## src/sv/dpwm_pkg.sv

```systemverilog
// Package for the dithered PWM compare generator.
// Holds widths, request codes, the dither pattern table and shared structs.
// No dependencies.
`default_nettype none

package dpwm_pkg;

   localparam int DITHER_SLOTS = 32;
   localparam int COL_W        = $clog2(DITHER_SLOTS);
   localparam int SLOT_W       = COL_W + 1;
   localparam int DUTY_W       = 16;
   localparam int PHASE_W      = COL_W;
   localparam int VALUE_W      = DUTY_W + PHASE_W;
   localparam int HALVES       = 2;
   localparam int HALF_AW      = 1;

   typedef enum logic {
      REQ_LOAD = 1'b0,
      REQ_TICK = 1'b1
   } req_kind_type;

   // One snapshot of a playback half.
   typedef struct packed {
      logic [DUTY_W-1:0]  duty;
      logic [PHASE_W-1:0] phase;
   } half_type;

   // Control carried by the stage between memory read and output register.
   typedef struct packed {
      logic              valid;
      logic [SLOT_W-1:0] slot;
   } stage_type;

   // Row p, bit i: dither pattern bit for phase p in column i.
   localparam logic [DITHER_SLOTS-1:0] DITHER_ROWS [DITHER_SLOTS] = '{
      32'h00000000, 32'h80000000, 32'h80008000, 32'h80808000,
      32'h80808080, 32'h88808080, 32'h88808880, 32'h88888880,
      32'h88888888, 32'hA8888888, 32'hA888A888, 32'hAA88A888,
      32'hAA88AA88, 32'hAAA8AA88, 32'hAAA8AAA8, 32'hAAAAAAA8,
      32'hAAAAAAAA, 32'hEAAAAAAA, 32'hEAAAEAAA, 32'hFAAAEAAA,
      32'hFAAAFAAA, 32'hFEAAFAAA, 32'hFEAAFEAA, 32'hFFAAFEAA,
      32'hFFAAFFAA, 32'hFFEAFFAA, 32'hFFEAFFEA, 32'hFFFAFFEA,
      32'hFFFAFFFA, 32'hFFFEFFFA, 32'hFFFEFFFE, 32'hFFFFFFFE
   };

endpackage

`default_nettype wire

```

## src/sv/dpwm_req_if.sv

```systemverilog
// Request channel of the dithered PWM compare generator.
// Carries valid, ready and the load or tick item; uses dpwm_pkg widths.
`default_nettype none

interface dpwm_req_if;
   logic                        valid;
   logic                        ready;
   logic                        req_type;
   logic [dpwm_pkg::VALUE_W-1:0] pwm_value;

   modport source (output valid, output req_type, output pwm_value, input ready);
   modport sink   (input valid, input req_type, input pwm_value, output ready);
endinterface

`default_nettype wire

```

## src/sv/dpwm_rsp_if.sv

```systemverilog
// Result channel of the dithered PWM compare generator.
// Carries valid, ready, the compare value and its slot; uses dpwm_pkg widths.
`default_nettype none

interface dpwm_rsp_if;
   logic                        valid;
   logic                        ready;
   logic [dpwm_pkg::DUTY_W-1:0] compare_value;
   logic [dpwm_pkg::SLOT_W-1:0] slot_index;

   modport source (output valid, output compare_value, output slot_index, input ready);
   modport sink   (input valid, input compare_value, input slot_index, output ready);
endinterface

`default_nettype wire

```

## src/sv/dpwm_half_mem.sv

```systemverilog
// Snapshot memory for the two playback halves, with a registered read.
// Per-entry valid bits make unwritten entries read as zero; uses dpwm_pkg.
`default_nettype none

module dpwm_half_mem (
   input  wire logic                         clock,
   input  wire logic                         reset,
   input  wire logic                         rd_en,
   input  wire logic [dpwm_pkg::HALF_AW-1:0] rd_addr,
   input  wire logic                         wr_en,
   input  wire logic [dpwm_pkg::HALF_AW-1:0] wr_addr,
   input  wire dpwm_pkg::half_type           wr_data,
   output dpwm_pkg::half_type                rd_data
);

   dpwm_pkg::half_type                  mem [dpwm_pkg::HALVES];
   logic [dpwm_pkg::HALVES-1:0]         entry_vld_ff;
   dpwm_pkg::half_type                  rd_data_ff;
   logic                                rd_vld_ff;

   // Read returns the old contents when the same entry is written.
   always_ff @(posedge clock) begin
      if (rd_en) begin
         rd_data_ff <= mem[rd_addr];
      end
      if (wr_en) begin
         mem[wr_addr] <= wr_data;
      end
   end

   always_ff @(posedge clock) begin
      if (reset) begin
         entry_vld_ff <= '0;
         rd_vld_ff    <= 1'b0;
      end else begin
         if (wr_en) begin
            entry_vld_ff[wr_addr] <= 1'b1;
         end
         if (rd_en) begin
            rd_vld_ff <= entry_vld_ff[rd_addr];
         end
      end
   end

   assign rd_data = rd_vld_ff ? rd_data_ff : '0;

endmodule

`default_nettype wire

```

## src/sv/dpwm_out_stage.sv

```systemverilog
// Compare computation and output register of the dithered PWM generator.
// Adds the dither bit to the duty with saturation; uses dpwm_pkg, dpwm_rsp_if.
`default_nettype none

module dpwm_out_stage (
   input  wire logic               clock,
   input  wire logic               reset,
   input  wire dpwm_pkg::stage_type s1,
   input  wire dpwm_pkg::half_type  half,
   output logic                     take,
   dpwm_rsp_if.source               rsp_ch
);

   logic                        rsp_valid_ff;
   logic                        rsp_valid_in;
   logic [dpwm_pkg::DUTY_W-1:0] compare_ff;
   logic [dpwm_pkg::DUTY_W-1:0] compare_in;
   logic [dpwm_pkg::SLOT_W-1:0] slot_ff;
   logic                        dither_bit;
   logic [dpwm_pkg::DUTY_W:0]   sum;
   logic                        out_free;

   assign out_free = !rsp_valid_ff || rsp_ch.ready;
   assign take     = s1.valid && out_free;

   always_comb begin
      dither_bit = dpwm_pkg::DITHER_ROWS[half.phase][s1.slot[dpwm_pkg::COL_W-1:0]];
      sum        = {1'b0, half.duty} + {{dpwm_pkg::DUTY_W{1'b0}}, dither_bit};
      compare_in = sum[dpwm_pkg::DUTY_W] ? '1 : sum[dpwm_pkg::DUTY_W-1:0];
      if (out_free) begin
         rsp_valid_in = s1.valid;
      end else begin
         rsp_valid_in = rsp_valid_ff;
      end
   end

   always_ff @(posedge clock) begin
      if (reset) begin
         rsp_valid_ff <= 1'b0;
      end else begin
         rsp_valid_ff <= rsp_valid_in;
      end
   end

   always_ff @(posedge clock) begin
      if (take) begin
         compare_ff <= compare_in;
         slot_ff    <= s1.slot;
      end
   end

   assign rsp_ch.valid         = rsp_valid_ff;
   assign rsp_ch.compare_value = compare_ff;
   assign rsp_ch.slot_index    = slot_ff;

endmodule

`default_nettype wire

```

## src/sv/dithered_pwm_compare_generator.sv

```systemverilog
// Top level of the dithered PWM compare generator.
// Uses dpwm_pkg, dpwm_req_if, dpwm_rsp_if, dpwm_half_mem and dpwm_out_stage.
//
//   channel  | direction | handshake      | payload
//   ---------+-----------+----------------+-----------------------------------
//   req_ch   | in        | valid / ready  | req_type, pwm_value
//   rsp_ch   | out       | valid / ready  | compare_value, slot_index
//
// One item is accepted per cycle unless a stalled result side fills both stages.
// A tick item reads its half snapshot from the two-entry memory in the accept
// cycle; snapshot and slot are registered in the read stage, and the result
// moves on into the output register when that is free. A load item updates
// the staging registers in its accept cycle and gives no result. Reset
// clears the slot counter, the staging registers, the read stage, the output
// valid and the snapshot memory valid bits. A stalled result side holds the
// output register and read stage; req_ch.ready falls only when both are full.
`default_nettype none

module dithered_pwm_compare_generator (
   input  wire logic  clock,
   input  wire logic  reset,
   dpwm_req_if.sink   req_ch,
   dpwm_rsp_if.source rsp_ch
);

   logic [dpwm_pkg::SLOT_W-1:0] play_slot_ff;
   logic [dpwm_pkg::SLOT_W-1:0] play_slot_in;
   dpwm_pkg::half_type          staged_ff;
   dpwm_pkg::half_type          staged_in;
   dpwm_pkg::stage_type         s1_ff;
   dpwm_pkg::stage_type         s1_in;
   dpwm_pkg::half_type          half_rd;
   dpwm_pkg::req_kind_type      kind;
   logic                        accept;
   logic                        tick_acc;
   logic                        load_acc;
   logic                        s1_free;
   logic                        take;
   logic                        half_end;
   logic [dpwm_pkg::HALF_AW-1:0] half_sel;

   assign kind     = dpwm_pkg::req_kind_type'(req_ch.req_type);
   assign accept   = req_ch.valid && req_ch.ready;
   assign tick_acc = accept && (kind == dpwm_pkg::REQ_TICK);
   assign load_acc = accept && (kind == dpwm_pkg::REQ_LOAD);

   // The read stage frees up whenever its item moves into the output register.
   assign s1_free      = !s1_ff.valid || take;
   assign req_ch.ready = s1_free;

   // The upper slot bit picks the half; the last slot of a half refreshes
   // that same half from the staged value, after its own read.
   assign half_sel = play_slot_ff[dpwm_pkg::SLOT_W-1];
   assign half_end = &play_slot_ff[dpwm_pkg::COL_W-1:0];

   always_comb begin
      play_slot_in = play_slot_ff;
      staged_in    = staged_ff;
      s1_in        = s1_ff;
      if (tick_acc) begin
         play_slot_in = play_slot_ff + 1'b1;
      end
      if (load_acc) begin
         staged_in.duty  = req_ch.pwm_value[dpwm_pkg::VALUE_W-1:dpwm_pkg::PHASE_W];
         staged_in.phase = req_ch.pwm_value[dpwm_pkg::PHASE_W-1:0];
      end
      if (s1_free) begin
         s1_in.valid = tick_acc;
         s1_in.slot  = play_slot_ff;
      end
   end

   always_ff @(posedge clock) begin
      if (reset) begin
         play_slot_ff <= '0;
         staged_ff    <= '0;
         s1_ff        <= '0;
      end else begin
         play_slot_ff <= play_slot_in;
         staged_ff    <= staged_in;
         s1_ff        <= s1_in;
      end
   end

   dpwm_half_mem u_half_mem (
      .clock   (clock),
      .reset   (reset),
      .rd_en   (tick_acc),
      .rd_addr (half_sel),
      .wr_en   (tick_acc && half_end),
      .wr_addr (half_sel),
      .wr_data (staged_ff),
      .rd_data (half_rd)
   );

   dpwm_out_stage u_out_stage (
      .clock  (clock),
      .reset  (reset),
      .s1     (s1_ff),
      .half   (half_rd),
      .take   (take),
      .rsp_ch (rsp_ch)
   );

`ifndef SYNTHESIS
   // Every accepted tick moves playback on by exactly one slot.
   a_slot_step: assert property (@(posedge clock) disable iff (reset)
      tick_acc |=> play_slot_ff == $past(play_slot_ff) + 1'b1)
      else $error("play slot did not advance by one on a tick");

   // A read-stage item that cannot move on keeps its slot.
   a_s1_hold: assert property (@(posedge clock) disable iff (reset)
      s1_ff.valid && !take |=> s1_ff.valid && s1_ff.slot == $past(s1_ff.slot))
      else $error("read stage lost its item while stalled");

   // A tick entering the read stage carries the slot that was current.
   a_s1_slot: assert property (@(posedge clock) disable iff (reset)
      tick_acc |=> s1_ff.valid && s1_ff.slot == $past(play_slot_ff))
      else $error("read stage slot does not match the accepted tick");
`endif

endmodule

`default_nettype wire

```

## src/flat_wrapper.sv

```systemverilog
// flat-port wrapper written by rule: the top's interface ports become plain ports
module dithered_pwm_compare_generator_flat 
  (clock, reset, req_ch_valid, req_ch_req_type, req_ch_pwm_value, req_ch_ready, rsp_ch_valid, rsp_ch_compare_value, rsp_ch_slot_index, rsp_ch_ready);
  dpwm_req_if req_ch_i ();
  dpwm_rsp_if rsp_ch_i ();
  input  wire logic clock;
  input  wire logic reset;
  input wire logic [$bits(req_ch_i.valid)-1:0] req_ch_valid;
  input wire logic [$bits(req_ch_i.req_type)-1:0] req_ch_req_type;
  input wire logic [$bits(req_ch_i.pwm_value)-1:0] req_ch_pwm_value;
  output wire logic [$bits(req_ch_i.ready)-1:0] req_ch_ready;
  output wire logic [$bits(rsp_ch_i.valid)-1:0] rsp_ch_valid;
  output wire logic [$bits(rsp_ch_i.compare_value)-1:0] rsp_ch_compare_value;
  output wire logic [$bits(rsp_ch_i.slot_index)-1:0] rsp_ch_slot_index;
  input wire logic [$bits(rsp_ch_i.ready)-1:0] rsp_ch_ready;
  assign req_ch_i.valid = req_ch_valid;
  assign req_ch_i.req_type = req_ch_req_type;
  assign req_ch_i.pwm_value = req_ch_pwm_value;
  assign req_ch_ready = req_ch_i.ready;
  assign rsp_ch_valid = rsp_ch_i.valid;
  assign rsp_ch_compare_value = rsp_ch_i.compare_value;
  assign rsp_ch_slot_index = rsp_ch_i.slot_index;
  assign rsp_ch_i.ready = rsp_ch_ready;
  dithered_pwm_compare_generator u_core (.clock(clock), .reset(reset), .req_ch(req_ch_i), .rsp_ch(rsp_ch_i));
endmodule
```

## config.mk

```make
export PLATFORM = sky130hd
export DESIGN_NAME = dithered_pwm_compare_generator_flat
export DESIGN_NICKNAME = d
export VERILOG_FILES = /design/src/sv/dpwm_pkg.sv /design/src/sv/dpwm_req_if.sv /design/src/sv/dpwm_rsp_if.sv /design/src/sv/dpwm_half_mem.sv /design/src/sv/dpwm_out_stage.sv /design/src/sv/dithered_pwm_compare_generator.sv /design/src/flat_wrapper.sv
export SDC_FILE = /design/constraint.sdc
export NUM_CORES = 1
export LEC_CHECK = 0
export BUFFER_PORTS_ARGS = -buffer_cell sky130_fd_sc_hd__clkbuf_2
export CAP_MARGIN = 20
export CORE_MARGIN = 4
export CORE_UTILIZATION = 63
export CTS_CLUSTER_DIAMETER = 60
export CTS_CLUSTER_SIZE = 30
export DETAILED_ROUTE_END_ITERATION = 8
export PLACE_DENSITY = 0.84
export RECOVER_POWER = 100
export SYNTH_ARGS = -nofsm -noshare
export SYNTH_HDL_FRONTEND = slang
export SYNTH_HIERARCHICAL = 1
export SYNTH_SLANG_ARGS = --single-unit
```

## constraint.sdc

```tcl
create_clock -name clock -period 10.1 [get_ports clock]
set_clock_uncertainty 0.1 [all_clocks]
set_input_delay 1.01 -clock clock [delete_from_list [all_inputs] [get_ports clock]]
set_output_delay 1.01 -clock clock [all_outputs]
set_load 0.005 [all_outputs]
```

==> run metrics, run 1 <==
number of filler cells placed in the layout=500; gpl congestion=0.8776; PortBufs=49; Synth top area share=49.94%; Clock transition at path regs=0.06 ns; Setup crit start kind=input port; register bit total from synthesis=123; total CTS buffers=17; CTS Root Cell=clkbuf_8; Hold Fails Final Rpt=0; Nets=489; worst min path class=register to register; # setup viols final=0; share of layout cells above drive strength 1=18.90%; failing checks=max-capacitance violations, max-slew violations; die area=9618 µm²; Clk Latency, worst-skew pair=0.52 ns; initial antenna violation count=0; via count=3385; FF-to-FF path depth=8; min cycle time layout=6.042 ns; Synth Area in Compound Gates=10.75%; drt wl/cell=17.06 µm; CTS resizes=0; critical path class=input port to output port; Area Overhead vs Synth=15.59%; hold depth=0; Row Count=32; final non-filler cell total=573; placed cell count=541; status=complete, but fails checks; HPWL after DPL=5960 µm; Area after DPL=5393 µm²; die height=98.07 µm; Initial Util=65.46%; remaining antenna violation count after routing=0; Synth Cell Area=5111 µm²; CTS tree=built; worst-path maximum fanout=37; P_leak=2.215 nW; total negative slack=0 ns; Peak VDD IR=0.1439 mV; first-pass GRT wire length=16220 µm; Worst Max-Slew Pin Slew=2.095 ns; combinational family with the most area after synthesis=simple AND/OR/NAND/NOR gates; Post-Synth Simple-Gate Area=13.17%; Tcrit/Tclk final=59.83%; worst-case clock buffer depth=2; f_max=165.5 MHz; Unique masters post-synth=49; crit path DAT=4.93 ns; fin. max-slew vios=79; final wirelength=9775 µm; I/O Pins=50; ys async rst share=0%; RSZ-0062 raised after global routing=false; multiplexer share of the synthesized area=5.875%; Synthesis Warnings=6; Tot GR Track Use=21.50%; ranking of synthesized cells by area=edfxtp_1 (50%), dfxtp_1 (15%), mux2_2 (5.1%); normalized max-slew margin=-39.98%; xor/xnor share of the synthesized area=0.8568%; area leader, netlist=edfxtp_1; CP endpoint kind=output port; post-synthesis adder-cell area fraction=1.640%; Pwr per Cell Area=198.1 nW/µm²; total setup buffers inserted after CTS=0; Core Region=7807 µm²; Synth Flop Type=edfxtp_1; most frequent cells after synthesis=edfxtp_1 (85), a21oi_1 (43), dfxtp_1 (38); fin area=5908 µm²; ANT cells=0; hold_buf cts=0; initial drt markers=166; syn avg cell area=12.44 µm²; first-pass detailed-route iteration total=5; Mapped Cells=411; # clock sinks=123; WP data required=8.99 ns; Net Count, Synth=442; register area share after synthesis=64.82%; # DRC=0; vias in the first global route=3288; number of flops mapped to enable cells by yosys=85; Die W=98.07 µm; max-cap viol count=2; H-tree lvl count=4; largest net degree at the start of global routing=41; most frequent cell after synthesis=edfxtp_1; average vias per placed instance=5.908; total grt overflow=0
-- layer usage --
layer	wire length [µm]	vias up	GRT usage [%]
li1	-	1622	-
met4	150	0	8.626
met3	722	16	6.643
met2	4881	142	34.24
met5	0	-	0
met1	4022	1605	27.63
-- stage by stage --
stage / utilization, % / total power, mW / setup WS (ns) / hold slack [ns]
final: 75.67 / 1.171 / 4.058 / 0.3411
after global routing: 75.67 / 1.209 / 3.508 / 0.3580
after CTS: 76.35 / 1.181 / 6.030 / 0.3379
after detailed placement: 69.07 / 0.6111 / 6.004 / 0.3236
after global placement: 69.07 / 0.6084 / 6.160 / 0.3171
after floorplan: - / 0.5948 / 5.193 / 0.3081
-- worst max-delay path, stage by stage --
cell	delay, ns
clkbuf_2	0.09
inv_1	0.08
a21boi_0	0.10
clkbuf_1	0.52
nor2b_1	1.76
inv_1	1.04
clkbuf_2	0.32
-- cell families (layout without fill, tap and decap cells) --
group	Yosys count	after routing
compound gates	95	95
xor+xnor	5	5
flops	123	123
fa+ha+maj	7	7
mux	27	27
simple gates	124	124
buf+inv	30	90
-- area by class of cell --
class | instances | area [µm²] | area share [%]
sequential | 123 | 3313 | 56.08
multi-input combinational | 258 | 1629 | 27.57
clock buffer | 18 | 439.2 | 7.433
timing repair buffer | 54 | 255.2 | 4.320
clock inverter | 14 | 128.9 | 2.181
tap | 102 | 127.6 | 2.160
inverter | 4 | 15.01 | 0.2541
-- cell usage in the layout (no fill, tap or decap), drive strengths merged, types with 2 or more instances in the layout --
cell type	count
a21oi	43
a31oi	4
a41o	2
a41oi	2
and2	25
and3	7
and4	3
buf	2
clkbuf	70
clkinv	4
dfxtp	38
edfxtp	85
ha	5
inv	13
maj3	2
mux2	24
mux2i	3
nand2	25
nand2b	4
nand3	31
nand4	4
nor2	10
nor2b	6
o211ai	3
o21ai	31
or3	2
xor2	4
-- flip-flops by register name, indices dropped and copies added, names as in the netlist --
name                                     count
u_core/u_half_mem/rd_vld_ff                  1
u_core/u_out_stage/rsp_ch.compare_value     16
u_core/play_slot_ff                          6
u_core/u_out_stage/rsp_ch.slot_index         6
u_core/u_half_mem/entry_vld_ff               2
u_core/u_out_stage/rsp_ch.valid              1
u_core/staged_ff                            21
u_core/u_half_mem/mem                       42
u_core/s1_ff                                 7
u_core/u_half_mem/rd_data_ff                21
-- path summary, 6_finish.rpt --
| kind | start | end | slack (ns) |
|---|---|---|---|
| worst max-delay path | rsp_ch_ready | req_ch_ready | 4.06 |
| worst min-delay path | u_core/s1_ff[5] | u_core/u_out_stage/rsp_ch.slot_index[5] | 0.34 |
| worst max register to register | u_core/u_out_stage/rsp_ch.valid | u_core/u_half_mem/entry_vld_ff[0] | 4.47 |
| worst min register to register | u_core/s1_ff[5] | u_core/u_out_stage/rsp_ch.slot_index[5] | 0.34 |
-- power breakdown --
group / leakage, nW / internal, mW / switching [mW]
clock network: 0.287 / 0.345 / 0.225
registers: 1.15 / 0.551 / 0.00725
logic: 0.779 / 0.0147 / 0.0279
No activity file was read; power rests on OpenSTA's default activity.
==> run 2: changes to the inputs <==
CORE_UTILIZATION = 58   (was 63)
PLACE_DENSITY = 0.78   (was 0.84)
clock period = 5.9 ns   (was 10.1 ns; I/O delays follow)
==> run 2 against run 1 <==
The run still ends with max-capacitance violations, max-slew violations left. Cell count increased by 0.52%. Worst setup slack got worse by 2.5 ns. Via count decreased by 3.5%. Power increased by 77%. Largest cell class unchanged. Largest power group unchanged. Highest routed layer unchanged.
==> run metrics, run 2 (synthesis results as in run 1) <==
ANT cells=0; min cycle time layout=4.336 ns; via count=3268; Clk Latency, worst-skew pair=0.50 ns; I/O Pins=50; CTS resizes=0; HPWL after DPL=5906 µm; crit path DAT=4.42 ns; PortBufs=49; first-pass GRT wire length=15450 µm; Area Overhead vs Synth=16.77%; worst-case clock buffer depth=2; die area=10380 µm²; Pint=1.627 mW; share of layout cells above drive strength 1=19.32%; Tcrit/Tclk final=73.49%; max-cap viol count=1; FF-to-FF path depth=7; first-pass detailed-route iteration total=4; average vias per placed instance=5.674; Clock transition at path regs=0.06 ns; Switching Fraction=21.27%; Initial Util=60.98%; drt wl/cell=15.84 µm; Switching Power=439.6 µW; fin area=5968 µm²; Tot GR Track Use=19.29%; Pwr per Cell Area=346.3 nW/µm²; hold_buf cts=0; commonest non-fill, non-tap cells in the layout=edfxtp_1 (85), a21oi_1 (43), clkbuf_2 (38), dfxtp_1 (38); P_leak=2.227 nW; CP endpoint kind=register; # DRC=0; Row Count=33; Biggest register=u_core/u_half_mem/mem; total setup buffers inserted after CTS=0; largest net degree at the start of global routing=41; fin. max-slew vios=41; normalized max-slew margin=-12.34%; Comb pwr share=3.5%; Core Region=8382 µm²; initial drt markers=198; # setup viols final=0; # clock sinks=123; max reg flops=42; Worst Max-Slew Pin Slew=1.685 ns; sequential share of power=46.2%; hold depth=3; Peak VDD IR=0.2322 mV; Nets=489; f_max=230.6 MHz; WP data required=5.98 ns; CTS Root Cell=clkbuf_8; H-tree lvl count=4; Setup crit start kind=register; Largest regs=u_core/u_half_mem/mem: 42 flops, u_core/staged_ff: 21 flops, u_core/u_half_mem/rd_data_ff: 21 flops; worst-path maximum fanout=37; total CTS buffers=17; Util after Layout=71.20%; die height=101.9 µm; worst min path class=input port to register; number of filler cells placed in the layout=579; clock power share=50.3%; Area after DPL=5396 µm²; critical path class=register to register; total negative slack=0 ns; Die W=101.9 µm; failing checks=max-capacitance violations, max-slew violations; total grt overflow=0; vias in the first global route=3157; commonest non-fill, non-tap cell in the layout=edfxtp_1; RSZ-0062 raised after global routing=false; CTS tree=built; final wirelength=9121 µm; initial antenna violation count=0; remaining antenna violation count after routing=0; gpl congestion=0.8448; Hold Fails Final Rpt=0; status=complete, but fails checks
[run 2: changes by cell type in the layout (fill, tap and decap cells not counted), sizes merged]
cell / delta
bufinv: +1
clkbuf: +1
clkinvlp: +2
inv: -4
[run 2: through the flow]
stage	hold slack [ns]	total power, mW	std cells	setup WS, ns
2_1_floorplan	0.3081	1.018	411	1.413
3_3_place_gp	0.3253	1.042	544	2.338
3_5_place_dp	0.3374	1.047	544	2.190
4_1_cts	0.2035	2.086	576	2.181
5_1_grt	0.2085	2.142	576	1.223
6_report	0.2271	2.067	576	1.564
[run 2: layout make-up]
type | count | area, µm² | area share [%]
Clock buffer | 19 | 464.2 | 7.778
Multi-Input combinational cell | 258 | 1637 | 27.42
Sequential cell | 123 | 3313 | 55.51
Clock inverter | 13 | 150.1 | 2.516
Tap cell | 105 | 131.4 | 2.201
Inverter | 4 | 15.01 | 0.2516
Timing Repair Buffer | 54 | 257.7 | 4.319
[run 2: worst paths after layout]
path	from	to	slack, ns
max	u_core/s1_ff[6]	u_core/u_half_mem/mem[0][2]	1.56
min	req_ch_pwm_value[1]	u_core/staged_ff[1]	0.23
max reg2reg	u_core/s1_ff[6]	u_core/u_half_mem/mem[0][2]	1.56
min reg2reg	u_core/s1_ff[5]	u_core/u_out_stage/rsp_ch.slot_index[5]	0.35
[run 2: critical path, stage by stage (launching register included)]
cell      delay, ns
dfxtp_1        0.37
a21boi_0       0.19
clkbuf_1       0.99
nor2b_4        0.36
inv_1          0.78
and3_1         0.32
nor2b_1        0.52
buf_4          0.36
[run 2: power groups by stage]
stage | logic [mW] | clock network (mW) | registers, mW
after floorplan | 0.0496 | 0 | 0.969
after global placement | 0.0714 | 0 | 0.971
after detailed placement | 0.0741 | 0 | 0.973
after CTS | 0.0748 | 1.06 | 0.955
after global routing | 0.0816 | 1.10 | 0.958
final | 0.0719 | 1.04 | 0.955
[run 2: metal layers]
metal  routed length [µm]  track usage [%]
met3                  580            4.915
met5                    0                0
met1                 4148            26.87
met4                   40            6.054
met2                 4352            30.18
